==> config.mk <==
export PLATFORM = sky130hd
export DESIGN_NAME = bitmap_contiguous_block_allocator
export DESIGN_NICKNAME = d
export VERILOG_FILES = /design/src/design/bcba_pkg.sv /design/src/design/bcba_cell.sv /design/src/design/bitmap_contiguous_block_allocator.sv
export SDC_FILE = /design/constraint.sdc
export NUM_CORES = 1
export LEC_CHECK = 0
export BUFFER_PORTS_ARGS = -buffer_cell sky130_fd_sc_hd__buf_2
export CAP_MARGIN = 20
export CORE_MARGIN = 3
export CORE_UTILIZATION = 40
export CTS_BUF_LIST = sky130_fd_sc_hd__clkbuf_8
export DETAILED_ROUTE_END_ITERATION = 6
export PLACE_DENSITY = 0.67
export SYNTH_ARGS = -nofsm -noshare
export SYNTH_HDL_FRONTEND = slang
export SYNTH_SLANG_ARGS = --single-unit
export TNS_END_PERCENT = 30
==> constraint.sdc <==
create_clock -name clk_i -period 4.3 [get_ports clk_i]
set_clock_uncertainty 0.15 [all_clocks]
set_input_delay 0.86 -clock clk_i [delete_from_list [all_inputs] [get_ports clk_i]]
set_output_delay 0.86 -clock clk_i [all_outputs]
set_load 0.02 [all_outputs]
==> src/design/bcba_pkg.sv <==
// Shared types and constants for the bitmap block allocator.
// No dependencies.
package bcba_pkg;

  localparam int unsigned Blocks = 64;
  localparam int unsigned PosW   = $clog2(Blocks);
  localparam int unsigned CntW   = $clog2(Blocks + 1);

  typedef enum logic {
    FuncAlloc = 1'b0,
    FuncFree  = 1'b1
  } func_e;

  typedef enum logic {
    PolicyFirstFit = 1'b0,
    PolicyNextFit  = 1'b1
  } policy_e;

  typedef struct packed {
    func_e       func;
    policy_e     alloc_policy;
    logic [6:0]  request_size;
    logic [5:0]  free_start;
    logic [6:0]  free_length;
  } req_t;

  typedef struct packed {
    logic        success;
    logic [5:0]  start_block;
    logic [6:0]  allocated_count;
  } resp_t;

endpackage

==> src/design/bcba_cell.sv <==
// One bitmap cell of the allocator's rotating ring.
// No dependencies.
module bcba_cell (
  input  logic clk_i,
  input  logic rst_ni,
  input  logic shift_i,
  input  logic bit_i,
  output logic bit_o
);

  logic bit_q;

  always_ff @(posedge clk_i or negedge rst_ni) begin
    if (!rst_ni) begin
      bit_q <= 1'b0;
    end else if (shift_i) begin
      bit_q <= bit_i;
    end
  end

  assign bit_o = bit_q;

endmodule

==> src/design/bitmap_contiguous_block_allocator.sv <==
// Bitmap first/next-fit allocator: a free and a failed first-fit allocate take one pass
// of the bitmap ring, a placed first-fit allocate a scan pass and a mark pass, and next
// fit up to two scan passes and a mark pass; every operation then ends in StDone.
// One item at a time; the next transfer can be accepted in the cycle after the result
// is registered, also while that result still waits.
// Reset (rst_ni low, async): every block free, pointer and count zero, output empty.
module bitmap_contiguous_block_allocator (
  input  logic           clk_i,
  input  logic           rst_ni,
  input  logic           in_valid_i,
  output logic           in_stall_o,
  input  bcba_pkg::req_t  in_data_i,
  output logic           out_valid_o,
  input  logic           out_stall_i,
  output bcba_pkg::resp_t out_data_o
);
  import bcba_pkg::*;

  typedef enum logic [2:0] {
    StIdle,
    StScan,   // search pass, bitmap unchanged
    StMark,   // write pass, sets the found run
    StFree,   // write pass, clears the requested run
    StDone    // result waits for the output register
  } state_e;

  state_e            state_q;
  req_t              req_q;
  logic [PosW-1:0]   pos_q;      // block index now at the ring head
  logic              pass_b_q;   // next-fit second pass (wrapped to block 0)
  logic [CntW-1:0]   run_q;      // free blocks seen in a row
  logic              found_q;
  logic [PosW-1:0]   start_q;
  logic [PosW-1:0]   origin_q;
  logic [PosW-1:0]   ptr_q;      // next-fit pointer
  logic [CntW-1:0]   used_q;
  logic              success_q;
  logic              out_valid_q;
  resp_t             out_data_q;

  // Ring of cells: each cycle of a pass the bitmap moves one cell toward the
  // head; the head bit re-enters at the tail, possibly modified.
  logic [Blocks:0]   chain;
  logic              head;
  logic              shift_en;

  assign head     = chain[0];
  assign shift_en = (state_q == StScan) || (state_q == StMark) || (state_q == StFree);

  for (genvar i = 0; i < Blocks; i++) begin : g_cell
    bcba_cell u_cell (
      .clk_i   (clk_i),
      .rst_ni  (rst_ni),
      .shift_i (shift_en),
      .bit_i   (chain[i+1]),
      .bit_o   (chain[i])
    );
  end

  logic            last_pos;
  logic            in_scope;
  logic [CntW-1:0] run_d;
  logic            hit;
  logic [6:0]      hit_start;
  logic [6:0]      mark_off;
  logic            mark_hit;
  logic [6:0]      free_off;
  logic            free_hit;
  logic [6:0]      ptr_sum;
  logic [PosW-1:0] ptr_d;
  logic            tail_d;

  assign last_pos = (pos_q == PosW'(Blocks - 1));

  // Pass A of next fit only counts starts at or after the pointer.
  assign in_scope = pass_b_q || (pos_q >= origin_q);
  assign run_d    = (in_scope && !head) ? run_q + CntW'(1) : '0;

  // A run reaching the requested length ends here; earliest end is earliest start.
  assign hit       = !found_q && (req_q.request_size != '0) && (run_d == req_q.request_size);
  assign hit_start = {1'b0, pos_q} + 7'd1 - req_q.request_size;

  assign mark_off = {1'b0, pos_q} - {1'b0, start_q};
  assign mark_hit = (pos_q >= start_q) && (mark_off < req_q.request_size);

  // Clipping at the last block falls out of the pass ending there.
  assign free_off = {1'b0, pos_q} - {1'b0, req_q.free_start};
  assign free_hit = (pos_q >= req_q.free_start) && (free_off < req_q.free_length);

  assign ptr_sum = {1'b0, start_q} + req_q.request_size;
  assign ptr_d   = (ptr_sum >= 7'(Blocks)) ? '0 : ptr_sum[PosW-1:0];

  always_comb begin
    case (state_q)
      StMark:  tail_d = head | mark_hit;
      StFree:  tail_d = head & ~free_hit;
      default: tail_d = head;
    endcase
  end

  assign chain[Blocks] = tail_d;

  always_ff @(posedge clk_i or negedge rst_ni) begin
    if (!rst_ni) begin
      state_q     <= StIdle;
      req_q       <= '0;
      pos_q       <= '0;
      pass_b_q    <= 1'b0;
      run_q       <= '0;
      found_q     <= 1'b0;
      start_q     <= '0;
      origin_q    <= '0;
      ptr_q       <= '0;
      used_q      <= '0;
      success_q   <= 1'b0;
      out_valid_q <= 1'b0;
      out_data_q  <= '0;
    end else begin
      // StDone refills the output register itself.
      if (out_valid_q && !out_stall_i && (state_q != StDone)) begin
        out_valid_q <= 1'b0;
      end
      unique case (state_q)
        StIdle: begin
          if (in_valid_i) begin
            req_q    <= in_data_i;
            pos_q    <= '0;
            pass_b_q <= 1'b0;
            run_q    <= '0;
            found_q  <= 1'b0;
            start_q  <= '0;
            origin_q <= (in_data_i.alloc_policy == PolicyNextFit) ? ptr_q : '0;
            state_q  <= (in_data_i.func == FuncFree) ? StFree : StScan;
          end
        end
        StScan: begin
          pos_q <= last_pos ? '0 : pos_q + PosW'(1);
          run_q <= last_pos ? '0 : run_d;
          if (hit) begin
            found_q <= 1'b1;
            start_q <= hit_start[PosW-1:0];
          end
          if (last_pos) begin
            if (found_q || hit) begin
              state_q <= StMark;
            end else if (!pass_b_q && (origin_q != '0)) begin
              pass_b_q <= 1'b1;
            end else begin
              success_q <= 1'b0;
              start_q   <= '0;
              state_q   <= StDone;
            end
          end
        end
        StMark: begin
          pos_q <= last_pos ? '0 : pos_q + PosW'(1);
          if (last_pos) begin
            used_q    <= used_q + req_q.request_size;
            ptr_q     <= ptr_d;
            success_q <= 1'b1;
            state_q   <= StDone;
          end
        end
        StFree: begin
          pos_q <= last_pos ? '0 : pos_q + PosW'(1);
          if (head && free_hit) begin
            used_q <= used_q - CntW'(1);
          end
          if (last_pos) begin
            success_q <= 1'b1;
            start_q   <= '0;
            state_q   <= StDone;
          end
        end
        StDone: begin
          // Output register is free or being emptied this cycle.
          if (!out_valid_q || !out_stall_i) begin
            out_valid_q                <= 1'b1;
            out_data_q.success         <= success_q;
            out_data_q.start_block     <= start_q;
            out_data_q.allocated_count <= used_q;
            state_q                    <= StIdle;
          end
        end
        default: state_q <= StIdle;
      endcase
    end
  end

  assign in_stall_o  = (state_q != StIdle);
  assign out_valid_o = out_valid_q;
  assign out_data_o  = out_data_q;

endmodule

Word level (Yosys, flattened, before mapping)

Cells that the tools add are included.

Register bits after elaboration: 143
Bits of input ports: 26
Output and inout bits: 16
Word-level logic and storage cells: 201

Add/sub/neg operators: 9
Order comparisons: 6
Eq/ne operators: 19
Multiplexer cells: 42
Bitwise logic cells: 3
Reductions and logical operators: 41

Operators with widths:

| kind                | number |
|---|---|
| $mux 6              | 9 |
| $mux 7              | 5 |
| $pmux 7 s2          | 2 |
| $ge 6x6->1          | 3 |
| $mux 3              | 6 |
| $pmux 6 s3          | 1 |
| $ne 2x2->1 const B  | 8 |
| $reduce_and 5->1    | 3 |
| $lt 7x7->1          | 2 |
| $sub 6x6->7         | 2 |
| $add 6x1->6 const B | 2 |
| $mux 1              | 12 |
| $pmux 3 s4          | 1 |
| $pmux 6 s2          | 1 |
| $reduce_and 2->1    | 5 |
| $logic_and 1x1->1   | 9 |
| $reduce_and 3->1    | 3 |
| $pmux 1 s2          | 4 |
| $reduce_bool 2->1   | 4 |
| $add 6x7->7         | 1 |
| $add 7x1->7 const B | 1 |
| $add 7x7->7         | 1 |
| $eq 7x7->1          | 1 |
| $ge 7x7->1 const B  | 1 |
| other kinds (20)    | 33 |

Logic depth before layout (Yosys ltp)

Gate-level depths: netlist of the first run.

Word-level depth: 11
Gate-level depth with buffers: 16
Gate-level depth less buffers: 16

Modules after synthesis

Synthesis of the first run repeated with hierarchy kept, for this count alone.

Cells, all modules: 709
Area total of the unflattened synthesis: 7820.0 um^2

By module, submodules not included:

| module                            | times used | cells an instance | area each (um^2) | sequential area each (um^2) |
|---|---|---|---|---|
| bitmap_contiguous_block_allocator | 1          | 581               | 5257.5           | 1976.9 |
| bcba_cell                         | 64         | 2                 | 40.0             | 25.0 |

Worst setup path after synthesis of the first run

OpenSTA, ideal clock, no wires.

Path kind: register -> register
Start: reg pos_q[0]
End: reg used_q[2]
Library setup time: 0.125 ns
Arrival time: 2.849 ns
Required time: 4.025 ns
Path slack: 1.176 ns
Cell stages (with the launch flop): 17
Path buffers: 0
Path through: dfrtp_1 > inv_1 > ha_1 > inv_1 > fa_1 > a21oi_1 > nor2_1 > nor2_1 > o21bai_1 > a21oi_1 > ha_1 > nand2_1 > nand3b_1 > a31oi_1 > o31ai_1 > o21ai_2 > mux2_2

Cells in the longest elaborated chain, start to end: 6
Elaborated cells on any way between the ends: 9
Those cells by class: add/sub: 1; order compare: 2; eq/ne: 3; reduce/logical: 3

Ends and longest elaborated chain:

| item                         | line                                     | RTL |
|---|---|---|
| from (decl)                  | bitmap_contiguous_block_allocator.sv:29  | `logic [PosW-1:0] pos_q;` |
| from (signal assigned)       | bitmap_contiguous_block_allocator.sv:137 | `pos_q <= last_pos ? '0 : pos_q + PosW'(1);` |
| from (signal assigned)       | bitmap_contiguous_block_allocator.sv:156 | `pos_q <= last_pos ? '0 : pos_q + PosW'(1);` |
| from (signal assigned)       | bitmap_contiguous_block_allocator.sv:165 | `pos_q <= last_pos ? '0 : pos_q + PosW'(1);` |
| $sub 6x6->7                  | bitmap_contiguous_block_allocator.sv:87  | `assign free_off = {1'b0, pos_q} - {1'b0, req_q.free_start};` |
| $lt 7x7->1                   | bitmap_contiguous_block_allocator.sv:88  | `assign free_hit = (pos_q >= req_q.free_start) && (free_off < req_q.free_length);` |
| $logic_and 1x1->1            | bitmap_contiguous_block_allocator.sv:88  |  |
| $logic_and 1x1->1            | bitmap_contiguous_block_allocator.sv:166 | `if (head && free_hit) begin` |
| $ne 2x1->1 (no line)         | -                                        |  |
| $reduce_and 3->1 (no line) * | -                                        |  |
| to (signal assigned)         | bitmap_contiguous_block_allocator.sv:158 | `used_q <= used_q + req_q.request_size;` |
| to (signal assigned)         | bitmap_contiguous_block_allocator.sv:167 | `used_q <= used_q - CntW'(1);` |
| to (decl)                    | bitmap_contiguous_block_allocator.sv:36  | `logic [CntW-1:0] used_q;` |

Every way passes the cells marked *; elsewhere a longest branch is shown, timed or not.
A chain may end at the register's enable or synchronous reset.

Final worst setup path of the first run

Start: reg pos_q[0]
End: reg used_q[5]

Same word-level chain as after synthesis.

==> impl_metrics.csv, run 1 <==
group,metric,value,unit
logic_synthesis,netlist_instances,857,
floorplan,die_h,145,um
route,dr.pass1.iters,5,
cells_and_area,drive_above_1_share,11.9,%
clock_network,cts_sinks,143,
global_route,antenna_found_initial,0,
logic_synthesis,synth_fp_nets,942,
power_and_ir_drop,p_leak,4.40,nW
floorplan,dieWidth,145,um
cells_and_area,diodes,0,
critical_path,worstSetupPathType,"flop to flop",
sta,worstMarginPinSlew,1.16,ns
critical_path,r2r_start,"pos_q[0]$_DFFE_PN0P_",
logic_synthesis,ys_types,63,
min_path,hold_class,"input pin to async pin",
global_route,grtUsageTotal,17.6,%
placed_design,gp_congestion,0.926,
route,finalWirelength,17.1,mm
clock_network,htree_levels,4,
clock_network,cts_resized,0,
floorplan,ios,42,
clock_network,cts_buffers,17,
floorplan,start_util,41.0,%
sta,setup_viol,0,
floorplan,die_area,21000,um2
cells_and_area,syn_to_final_growth,11.2,%
placed_design,portBuffers,41,
run_status,status,"complete, no violations",
route,num_vias,5952,
placed_design,place_area,8200,um2
sta,fin_crit,3.58,ns
sta,hold_violations,0,
clock_network,clk_pin_slew_worst_paths,0.09,ns
clock_network,hold_buffers,0,
power_and_ir_drop,vdd_drop_max,0.428,mV
logic_synthesis,ys_async_sr_fraction,100,%
sta,finalHoldWorstSlack,0.311,ns
logic_synthesis,synth_area_per_cell,9.00,um2
sta,post-route-period-util,83.3,%
logic_synthesis,yosys_register_bits,143,
route,routedWlPerCell,14.6,um
sta,relSlewSlack,21.8,%
sta,timing.fmax,279,MHz
clock_network,root_buffer,"clkbuf_8",
clock_network,clkLatencyLatePin,0.46,ns
sta,rsz0062_at_grt,"false",
cells_and_area,fin_area,8580,um2
critical_path,cp-end-kind,"flop",
route,drt-initial-drc-count,396,
floorplan,core.rowCount,50,
placed_design,dp_cells,1135,
clock_network,cts_tree,"yes",
global_route,grt_max_degree,103,
critical_path,crit_fanout,6,
logic_synthesis,synth_seq_area_share,46.4,%
global_route,grt_overflow,0,
global_route,grt_pass1_vias,5821,
cells_and_area,fin_cells,1167,
logic_synthesis,synth_edf_count,0,
logic_synthesis,yosys_warnings,0,
route,antenna_left,0,
power_and_ir_drop,cellPowerDensity,680,nW/um2
sta,fin_setup_tns,0,ns
cells_and_area,post-route-util,45.6,%
global_route,grt_pass1_wl,29.2,mm
clock_network,cts_setup_buffers,0,
logic_synthesis,ys.flop_type,"dfrtp_1",
route,post_drt_via_cell_ratio,5.10,
critical_path,arrival,3.77,ns
logic_synthesis,mappedNetlistArea,7720,um2
run,drv_cap,0,
clock_network,clockBufferDepth,2,
critical_path,worstSetupStartpointType,"flop",
sta,slew_viol_final,0,
floorplan,core,18800,um2
critical_path,crit_start,"pos_q[0]$_DFFE_PN0P_",
cells_and_area,layout.nets,979,
route,drc,0,
critical_path,worstPathRequired,4.49,ns
placed_design,dpl.hpwl,12.1,mm
layer usage:
metal	up-vias	part of all wire [%]	global-route usage (%)
li1	2954	-	-
met1	2865	47	24.3
met2	105	46	27.2
met3	28	4.3	3.81
met4	0	2.4	6.73
met5	-	0	0
cell type report:
cell class / instances / area [um2]
Inverter: 51 / 191
Clock inverter: 15 / 143
Tap cell: 260 / 325
Clock buffer: 17 / 234
Timing Repair Buffer: 47 / 256
Multi-Input combinational cell: 634 / 3850
Sequential cell: 143 / 3580
Fill cell: 1835 / 10300
synthesized netlist by cell type, types with 6 or more instances:
library cell / instances / area [um2]
a21o_1: 11 / 82.6
a21oi_1: 21 / 105
a31oi_1: 6 / 37.5
clkbuf_1: 22 / 82.6
dfrtp_1: 143 / 3580
ha_1: 54 / 676
inv_1: 51 / 191
mux2_2: 11 / 124
nand2_1: 274 / 1030
nand2b_1: 7 / 43.8
nand3_1: 13 / 65.1
nand4_1: 7 / 43.8
nor2_1: 31 / 116
nor2b_1: 7 / 43.8
o211ai_1: 12 / 90.1
o21ai_0: 61 / 305
o31ai_1: 11 / 82.6
xnor2_1: 24 / 210
xor2_1: 7 / 61.3
path summary, 6_finish.rpt:
check,to,cells after the start,slack (ns)
worst max-delay path,used_q[5]$_DFFE_PN0P_,16,0.72
worst min-delay path,run_q[4]$_DFFE_PN0P_,1,0.31
max in group asynchronous,used_q[0]$_DFFE_PN0P_,2,2.85
worst min register to register,g_cell[28].u_cell.bit_o$_DFFE_PN0P_,2,0.32
min in group clk_i,g_cell[28].u_cell.bit_o$_DFFE_PN0P_,2,0.32
worst max register to register,used_q[5]$_DFFE_PN0P_,16,0.72
state kept, by name (all words and copies together), names as in the netlist:
register	flops
ptr_q	6
run_q	7
g_cell.u_cell.bit_o	64
success_q	1
out_valid_o	1
used_q	7
pass_b_q	1
state_q	3
pos_q	6
origin_q	6
start_q	6
req_q	20
found_q	1
out_data_o	14
report_power, final:
group | total [W] | internal (W) | switching, W
sequential | 0.00187 | 0.00161 | 0.000264
clock | 0.00103 | 0.000430 | 0.000603
combinational | 0.00293 | 0.00111 | 0.00182
per-stage QoR:
stage,total power [W],worst slack (ns)
6_report,0.00583,0.717
5_1_grt,0.00640,0.419
4_1_cts,0.00587,0.713
3_5_place_dp,0.00481,0.764
3_3_place_gp,0.00477,0.827
2_1_floorplan,0.00405,1.18
worst max-delay path: stages, from the launching register on:
cell,delay [ns]
dfrtp_1,0.44
inv_1,0.12
ha_1,0.18
inv_1,0.05
fa_1,0.39
a21oi_1,0.14
nor2_1,0.05
nor2_1,0.16
o21bai_1,0.09
a21oi_1,0.14
ha_1,0.26
nand2_1,0.07
nand3b_1,0.07
a31oi_1,0.17
o31ai_1,0.20
o21ai_2,0.38
mux2_2,0.38
placed cells by master (no fill, tap or decap), types with 3 or more instances in the layout:
cell / instances
nor2b_1: 7
nand3_1: 13
inv_8: 7
o21bai_1: 3
o31ai_1: 11
buf_4: 6
clkbuf_8: 17
ha_1: 54
nand3b_1: 3
o211ai_1: 12
a21oi_1: 21
nand4_1: 7
xnor2_1: 24
and3_1: 5
a21boi_0: 3
a31oi_1: 6
o21ai_0: 61
nand2b_1: 7
o21a_1: 4
mux2_2: 11
nand2_1: 274
mux2i_1: 4
inv_6: 3
nor3_1: 5
a211oi_1: 3
dfrtp_1: 143
nor2_1: 29
buf_2: 40
fa_1: 5
a21o_1: 11
xor2_1: 7
or2_2: 4
inv_1: 51
cell families after synthesis:
group / share of synthesized area (%)
xor+xnor: 3.81
flops: 46.4
compound gates: 13.9
fa+ha+maj: 10.1
simple gates: 19.8
mux: 2.12
buf+inv: 3.92
Note: power is estimated with default switching activity, not from simulation.
==> inputs of run 2 (changes only) <==
PLACE_DENSITY = 0.69   (was 0.67)
clock period = 2.9 ns   (was 4.3 ns; I/O delays follow)
==> impl_metrics.csv, run 2 (synthesis results as in run 1) <==
group,metric,value,unit
cells_and_area,layout.nets,1015,
critical_path,path_buf_inv,3,
route,antenna_left,0,
critical_path,crit_fanout,5,
sta,fin_ws,-0.202,ns
route,drt-initial-drc-count,418,
sta,relSlewSlack,59.0,%
route,post_drt_via_cell_ratio,5.04,
global_route,grtUsageTotal,17.2,%
clock_network,cts_sinks,143,
global_route,grt_max_degree,65,
route,finalWirelength,17.3,mm
sta,fin_setup_tns,-1.38,ns
placed_design,dpl.hpwl,12.4,mm
sta,finalHoldWorstSlack,0.157,ns
route,drc,0,
clock_network,root_buffer,"clkbuf_8",
floorplan,start_util,41.0,%
min_path,hold_class,"input pin to flop",
sta,timing.fmax,322,MHz
clock_network,cts_tree,"yes",
critical_path,arrival,3.29,ns
critical_path,cp_top_family,"compound AO/OA/AOI/OAI gates",
critical_path,worstPathRequired,3.09,ns
clock_network,clk_pin_slew_worst_paths,0.10,ns
placed_design,gp_congestion,0.875,
critical_path,worstSetupPathType,"flop to flop",
sta,worstMarginPinSlew,0.615,ns
run_status,status,"finished with violations",
cells_and_area,fin_area,9010,um2
power_and_ir_drop,vdd_drop_max,0.496,mV
cells_and_area,final_cell_mix,"274 x nand2_1, 143 x dfrtp_1, 57 x o21ai_0",
global_route,grt_overflow,0,
critical_path,cp_slowest_cell,"dfrtp_1",
global_route,antenna_found_initial,0,
route,dr.pass1.iters,5,
placed_design,portBuffers,41,
run_status,violations,"setup timing",
global_route,grt_pass1_vias,5930,
sta,fin_crit,3.10,ns
floorplan,ios,42,
global_route,grt_pass1_wl,28.8,mm
cells_and_area,fin_cells,1203,
clock_network,clockBufferDepth,2,
floorplan,die_area,21000,um2
route,num_vias,6059,
floorplan,core.rowCount,50,
power_and_ir_drop,p_leak,4.61,nW
critical_path,worstSetupStartpointType,"flop",
cells_and_area,syn_to_final_growth,16.7,%
critical_path,crit_path_max_incr_delay,0.40,ns
placed_design,place_area,8480,um2
run,drv_cap,0,
sta,rsz0062_at_grt,"true",
sta,slew_viol_final,0,
critical_path,cp-end-kind,"flop",
power_and_ir_drop,cellPowerDensity,1030,nW/um2
floorplan,die_h,145,um
floorplan,core,18800,um2
clock_network,htree_levels,4,
route,routedWlPerCell,14.4,um
cells_and_area,drive_above_1_share,16.3,%
sta,post-route-period-util,107,%
cells_and_area,diodes,0,
clock_network,clkLatencyLatePin,0.46,ns
floorplan,dieWidth,145,um
clock_network,cts_buffers,17,
cells_and_area,final_common_cell,"nand2_1",
cells_and_area,largest_reg_flops,64,
critical_path,crit_chain,"inv_2 -> ha_4 -> inv_2 -> fa_2 -> a21oi_2 -> nor2_1 -> nor2_1 -> o21bai_1 -> a21oi_2 -> ha_1 -> nand2_1 -> nand3b_1 -> a31oi_1 -> o31ai_2 -> o21ai_2 -> buf_6 -> mux2_4",
placed_design,pre_cts_slack,-0.415,ns
sta,setup_viol,8,
sta,hold_violations,0,
placed_design,dp_cells,1167,
cells_and_area,fillers,1762,
[run 2: cell type report]
type | instances | area (um2) | share of cell area [%]
repair buffers | 83 | 571 | 6.33
clock inverters | 15 | 189 | 2.10
multi-input cells | 634 | 3920 | 43.5
well taps | 260 | 325 | 3.61
clock buffers | 17 | 234 | 2.60
flip-flops and latches | 143 | 3580 | 39.7
inverters | 51 | 191 | 2.13
[run 2: per-layer routing]
| layer | part of all wire [%] | track usage [%] | vias up |
|---|---|---|---|
| met2 | 48 | 28.3 | 131 |
| met4 | 1.5 | 4.81 | 0 |
| met1 | 46 | 22.7 | 2889 |
| li1 | - | - | 3019 |
| met5 | 0 | 0 | - |
| met3 | 4.6 | 4.34 | 20 |
[run 2: repair_timing]
item                                    CTS  global route
resized for setup                        14             8
hold endpoints to repair                 56             0
hold buffers                              1             0
pin swaps                                 3             7
endpoints found under the setup margin    8            11
setup buffers                             1             2
[run 2: path summary, 6_finish.rpt]
kind,startpoint,endpoint,slack (ns),depth (start not counted)
setup reg to reg,pos_q[0]$_DFFE_PN0P_,used_q[2]$_DFFE_PN0P_,-0.20,17
max in group asynchronous,rst_ni,g_cell[29].u_cell.bit_o$_DFFE_PN0P_,1.29,3
setup / recovery,pos_q[0]$_DFFE_PN0P_,used_q[2]$_DFFE_PN0P_,-0.20,17
hold reg to reg,g_cell[29].u_cell.bit_o$_DFFE_PN0P_,g_cell[28].u_cell.bit_o$_DFFE_PN0P_,0.31,2
hold / removal,in_data_i[0],req_q[0]$_DFFE_PN0P_,0.16,3
min in group asynchronous,rst_ni,ptr_q[1]$_DFFE_PN0P_,0.52,2
[run 2: power by group]
group          internal (W)  switching [W]
registers           0.00238       0.000311
logic               0.00200        0.00288
clock network      0.000741       0.000933
[run 2: per-stage QoR]
stage	power, W	util [%]
3_5_place_dp	0.00742	45.0
4_1_cts	0.00921	47.6
3_3_place_gp	0.00732	45.0
2_1_floorplan	0.00600	-
6_report	0.00925	47.8
5_1_grt	0.0101	47.8
[run 2: worst min-delay path: stages]
cell	delay, ns
buf_2	0.07
nand2_1	0.04
nand2_1	0.05
==> inputs of run 3 (changes only) <==
TNS_END_PERCENT = default   (was 30)
==> impl_metrics.csv, run 3 (synthesis results as in run 1) <==
group,metric,value,unit
run_status,status,"finished with violations",
run_status,violations,"setup timing",
power_and_ir_drop,p_seq_share,29.2,%
power_and_ir_drop,power.share.clock,15.9,%
sta,post-route-period-util,109,%
clock_network,cts_tree,"yes",
sta,slew_viol_final,0,
critical_path,r2r_cells,17,
critical_path,cp_top_family,"compound AO/OA/AOI/OAI gates",
route,drt-initial-drc-count,341,
critical_path,worstSetupStartpointType,"flop",
critical_path,crit_path_max_incr_delay,0.39,ns
cells_and_area,post-route-util,48.0,%
clock_network,root_buffer,"clkbuf_8",
cells_and_area,drive_above_1_share,17.3,%
critical_path,crit_chain,"inv_2 -> ha_4 -> inv_2 -> fa_2 -> a21oi_2 -> nor2_1 -> nor2_2 -> o21bai_1 -> a21oi_1 -> ha_1 -> nand2_1 -> nand3b_1 -> a31oi_4 -> o31ai_4 -> o21ai_2 -> buf_6 -> mux2_4",
route,finalWirelength,17.6,mm
critical_path,r2r_start,"pos_q[0]$_DFFE_PN0P_",
placed_design,gp_congestion,0.873,
clock_network,htree_levels,4,
cells_and_area,fin_area,9040,um2
critical_path,endpoint,"used_q[5]$_DFFE_PN0P_",
global_route,grt_max_degree,67,
route,post_drt_via_cell_ratio,5.02,
global_route,grt_pass1_wl,29.6,mm
critical_path,arrival,3.33,ns
global_route,grt_overflow,0,
cells_and_area,largest_reg_flops,64,
cells_and_area,diodes,0,
sta,fin_ws,-0.253,ns
floorplan,start_util,41.0,%
floorplan,core.rowCount,50,
critical_path,rrSetupSlack,-0.25,ns
power_and_ir_drop,switching_share,45.0,%
route,num_vias,6054,
cells_and_area,final_common_cell,"nand2_1",
clock_network,cts_buffers,17,
sta,worstMarginPinSlew,0.754,ns
sta,setup_viol,8,
cells_and_area,syn_to_final_growth,17.1,%
cells_and_area,fillers,1765,
critical_path,path_buf_inv,3,
critical_path,r2r-end,"used_q[5]$_DFFE_PN0P_",
floorplan,die_area,21000,um2
power_and_ir_drop,p_leak,4.62,nW
global_route,grtUsageTotal,17.7,%
clock_network,clkLatencyLatePin,0.45,ns
power_and_ir_drop,cellPowerDensity,1020,nW/um2
min_path,hold_class,"input pin to flop",
floorplan,dieWidth,145,um
sta,timing.fmax,317,MHz
run,drv_cap,0,
critical_path,crit_fanout,5,
cells_and_area,layout.nets,1018,
global_route,grt_pass1_vias,6009,
power_and_ir_drop,pwr-share-comb,54.9,%
critical_path,worstPathRequired,3.08,ns
cells_and_area,final_cell_mix,"274 x nand2_1, 143 x dfrtp_1, 58 x o21ai_0",
placed_design,place_area,8490,um2
power_and_ir_drop,vdd_drop_max,0.512,mV
route,antenna_left,0,
sta,fin_setup_tns,-1.79,ns
critical_path,cp-end-kind,"flop",
critical_path,cp.depth,17,
placed_design,portBuffers,41,
sta,rsz0062_at_grt,"true",
global_route,antenna_found_initial,0,
power_and_ir_drop,total_power,0.00924,W
floorplan,core,18800,um2
clock_network,clk_pin_slew_worst_paths,0.09,ns
placed_design,pre_cts_slack,-0.365,ns
sta,relSlewSlack,49.6,%
route,routedWlPerCell,14.6,um
critical_path,cp_common_cell,"inv_2",
floorplan,die_h,145,um
sta,fin_crit,3.15,ns
critical_path,crit_start,"pos_q[0]$_DFFE_PN0P_",
placed_design,dpl.hpwl,12.5,mm
route,drc,0,
power_and_ir_drop,internal-power,0.00508,W
route,dr.pass1.iters,4,
clock_network,clockBufferDepth,2,
sta,hold_violations,0,
power_and_ir_drop,power_switching,0.00415,W
floorplan,ios,42,
critical_path,worstSetupPathType,"flop to flop",
clock_network,cts_sinks,143,
critical_path,cp_slowest_cell,"dfrtp_1",
[run 3: power by group through the flow]
stage               Clock (W)  Combinational, W  Sequential (W)
finish                0.00147           0.00507         0.00270
global route          0.00161           0.00571         0.00275
CTS                   0.00152           0.00487         0.00269
detailed placement          0           0.00472         0.00273
global placement            0           0.00463         0.00272
floorplan                   0           0.00330         0.00273
[run 3: cell type report]
cell class                      instances  area [um2]  area share [%]
Clock buffer                           17         234            2.59
Clock inverter                         15         125            1.38
Inverter                               51         191            2.12
Multi-Input combinational cell        634        3980            44.1
Sequential cell                       143        3580            39.6
Tap cell                              260         325            3.60
Timing Repair Buffer                   86         601            6.65
[run 3: metal layers]
layer,vias to the layer above,track usage [%],routed length (um)
met5,-,0,0
met4,0,4.42,209
met3,15,4.01,689
met2,96,28.9,8310
met1,2908,24.1,8380
li1,3035,-,-
[run 3: what timing repair did]
action | 4_1_cts | 5_1_grt
cloned | 0 | 0
resized for setup | 9 | 19
hold endpoints to repair | 27 | 0
setup buffers | 4 | 4
hold buffers | 1 | 0
setup endpoints to repair | 8 | 18
pin swaps | 5 | 7
[run 3: through the flow]
stage                     hold WS (ns)  std cells
final                            0.178       1206
after global routing             0.164       1206
after CTS                        0.154       1202
after detailed placement         0.299       1165
after global placement           0.295       1165
after floorplan                  0.134        857
[run 3: worst min path at each step]
| stage | start | end | slack [ns] | cells after the start |
|---|---|---|---|---|
| 5_1_grt | in_data_i[7] | req_q[7]$_DFFE_PN0P_ | 0.16 | 3 |
| 3_3_place_gp | g_cell[6].u_cell.bit_o$_DFFE_PN0P_ | g_cell[5].u_cell.bit_o$_DFFE_PN0P_ | 0.29 | 2 |
| 4_1_cts | in_data_i[2] | req_q[2]$_DFFE_PN0P_ | 0.15 | 3 |
| 3_5_place_dp | g_cell[2].u_cell.bit_o$_DFFE_PN0P_ | g_cell[1].u_cell.bit_o$_DFFE_PN0P_ | 0.30 | 2 |
| 6_report | in_data_i[7] | req_q[7]$_DFFE_PN0P_ | 0.18 | 3 |
| 2_1_floorplan | rst_ni | found_q$_DFFE_PN0P_ | 0.13 | 0 |
[run 3: worst reg2reg max path: cells and delay by family, from the launching register on]
| kind | cells | cell delay, ns |
|---|---|---|
| AO/OA/AOI/OAI | 6 | 0.82 |
| adder cells (fa/ha/maj) | 3 | 0.76 |
| flip-flops | 1 | 0.39 |
| AND/OR/NAND/NOR | 4 | 0.37 |
| multiplexers | 1 | 0.30 |
| buffers and inverters | 3 | 0.26 |
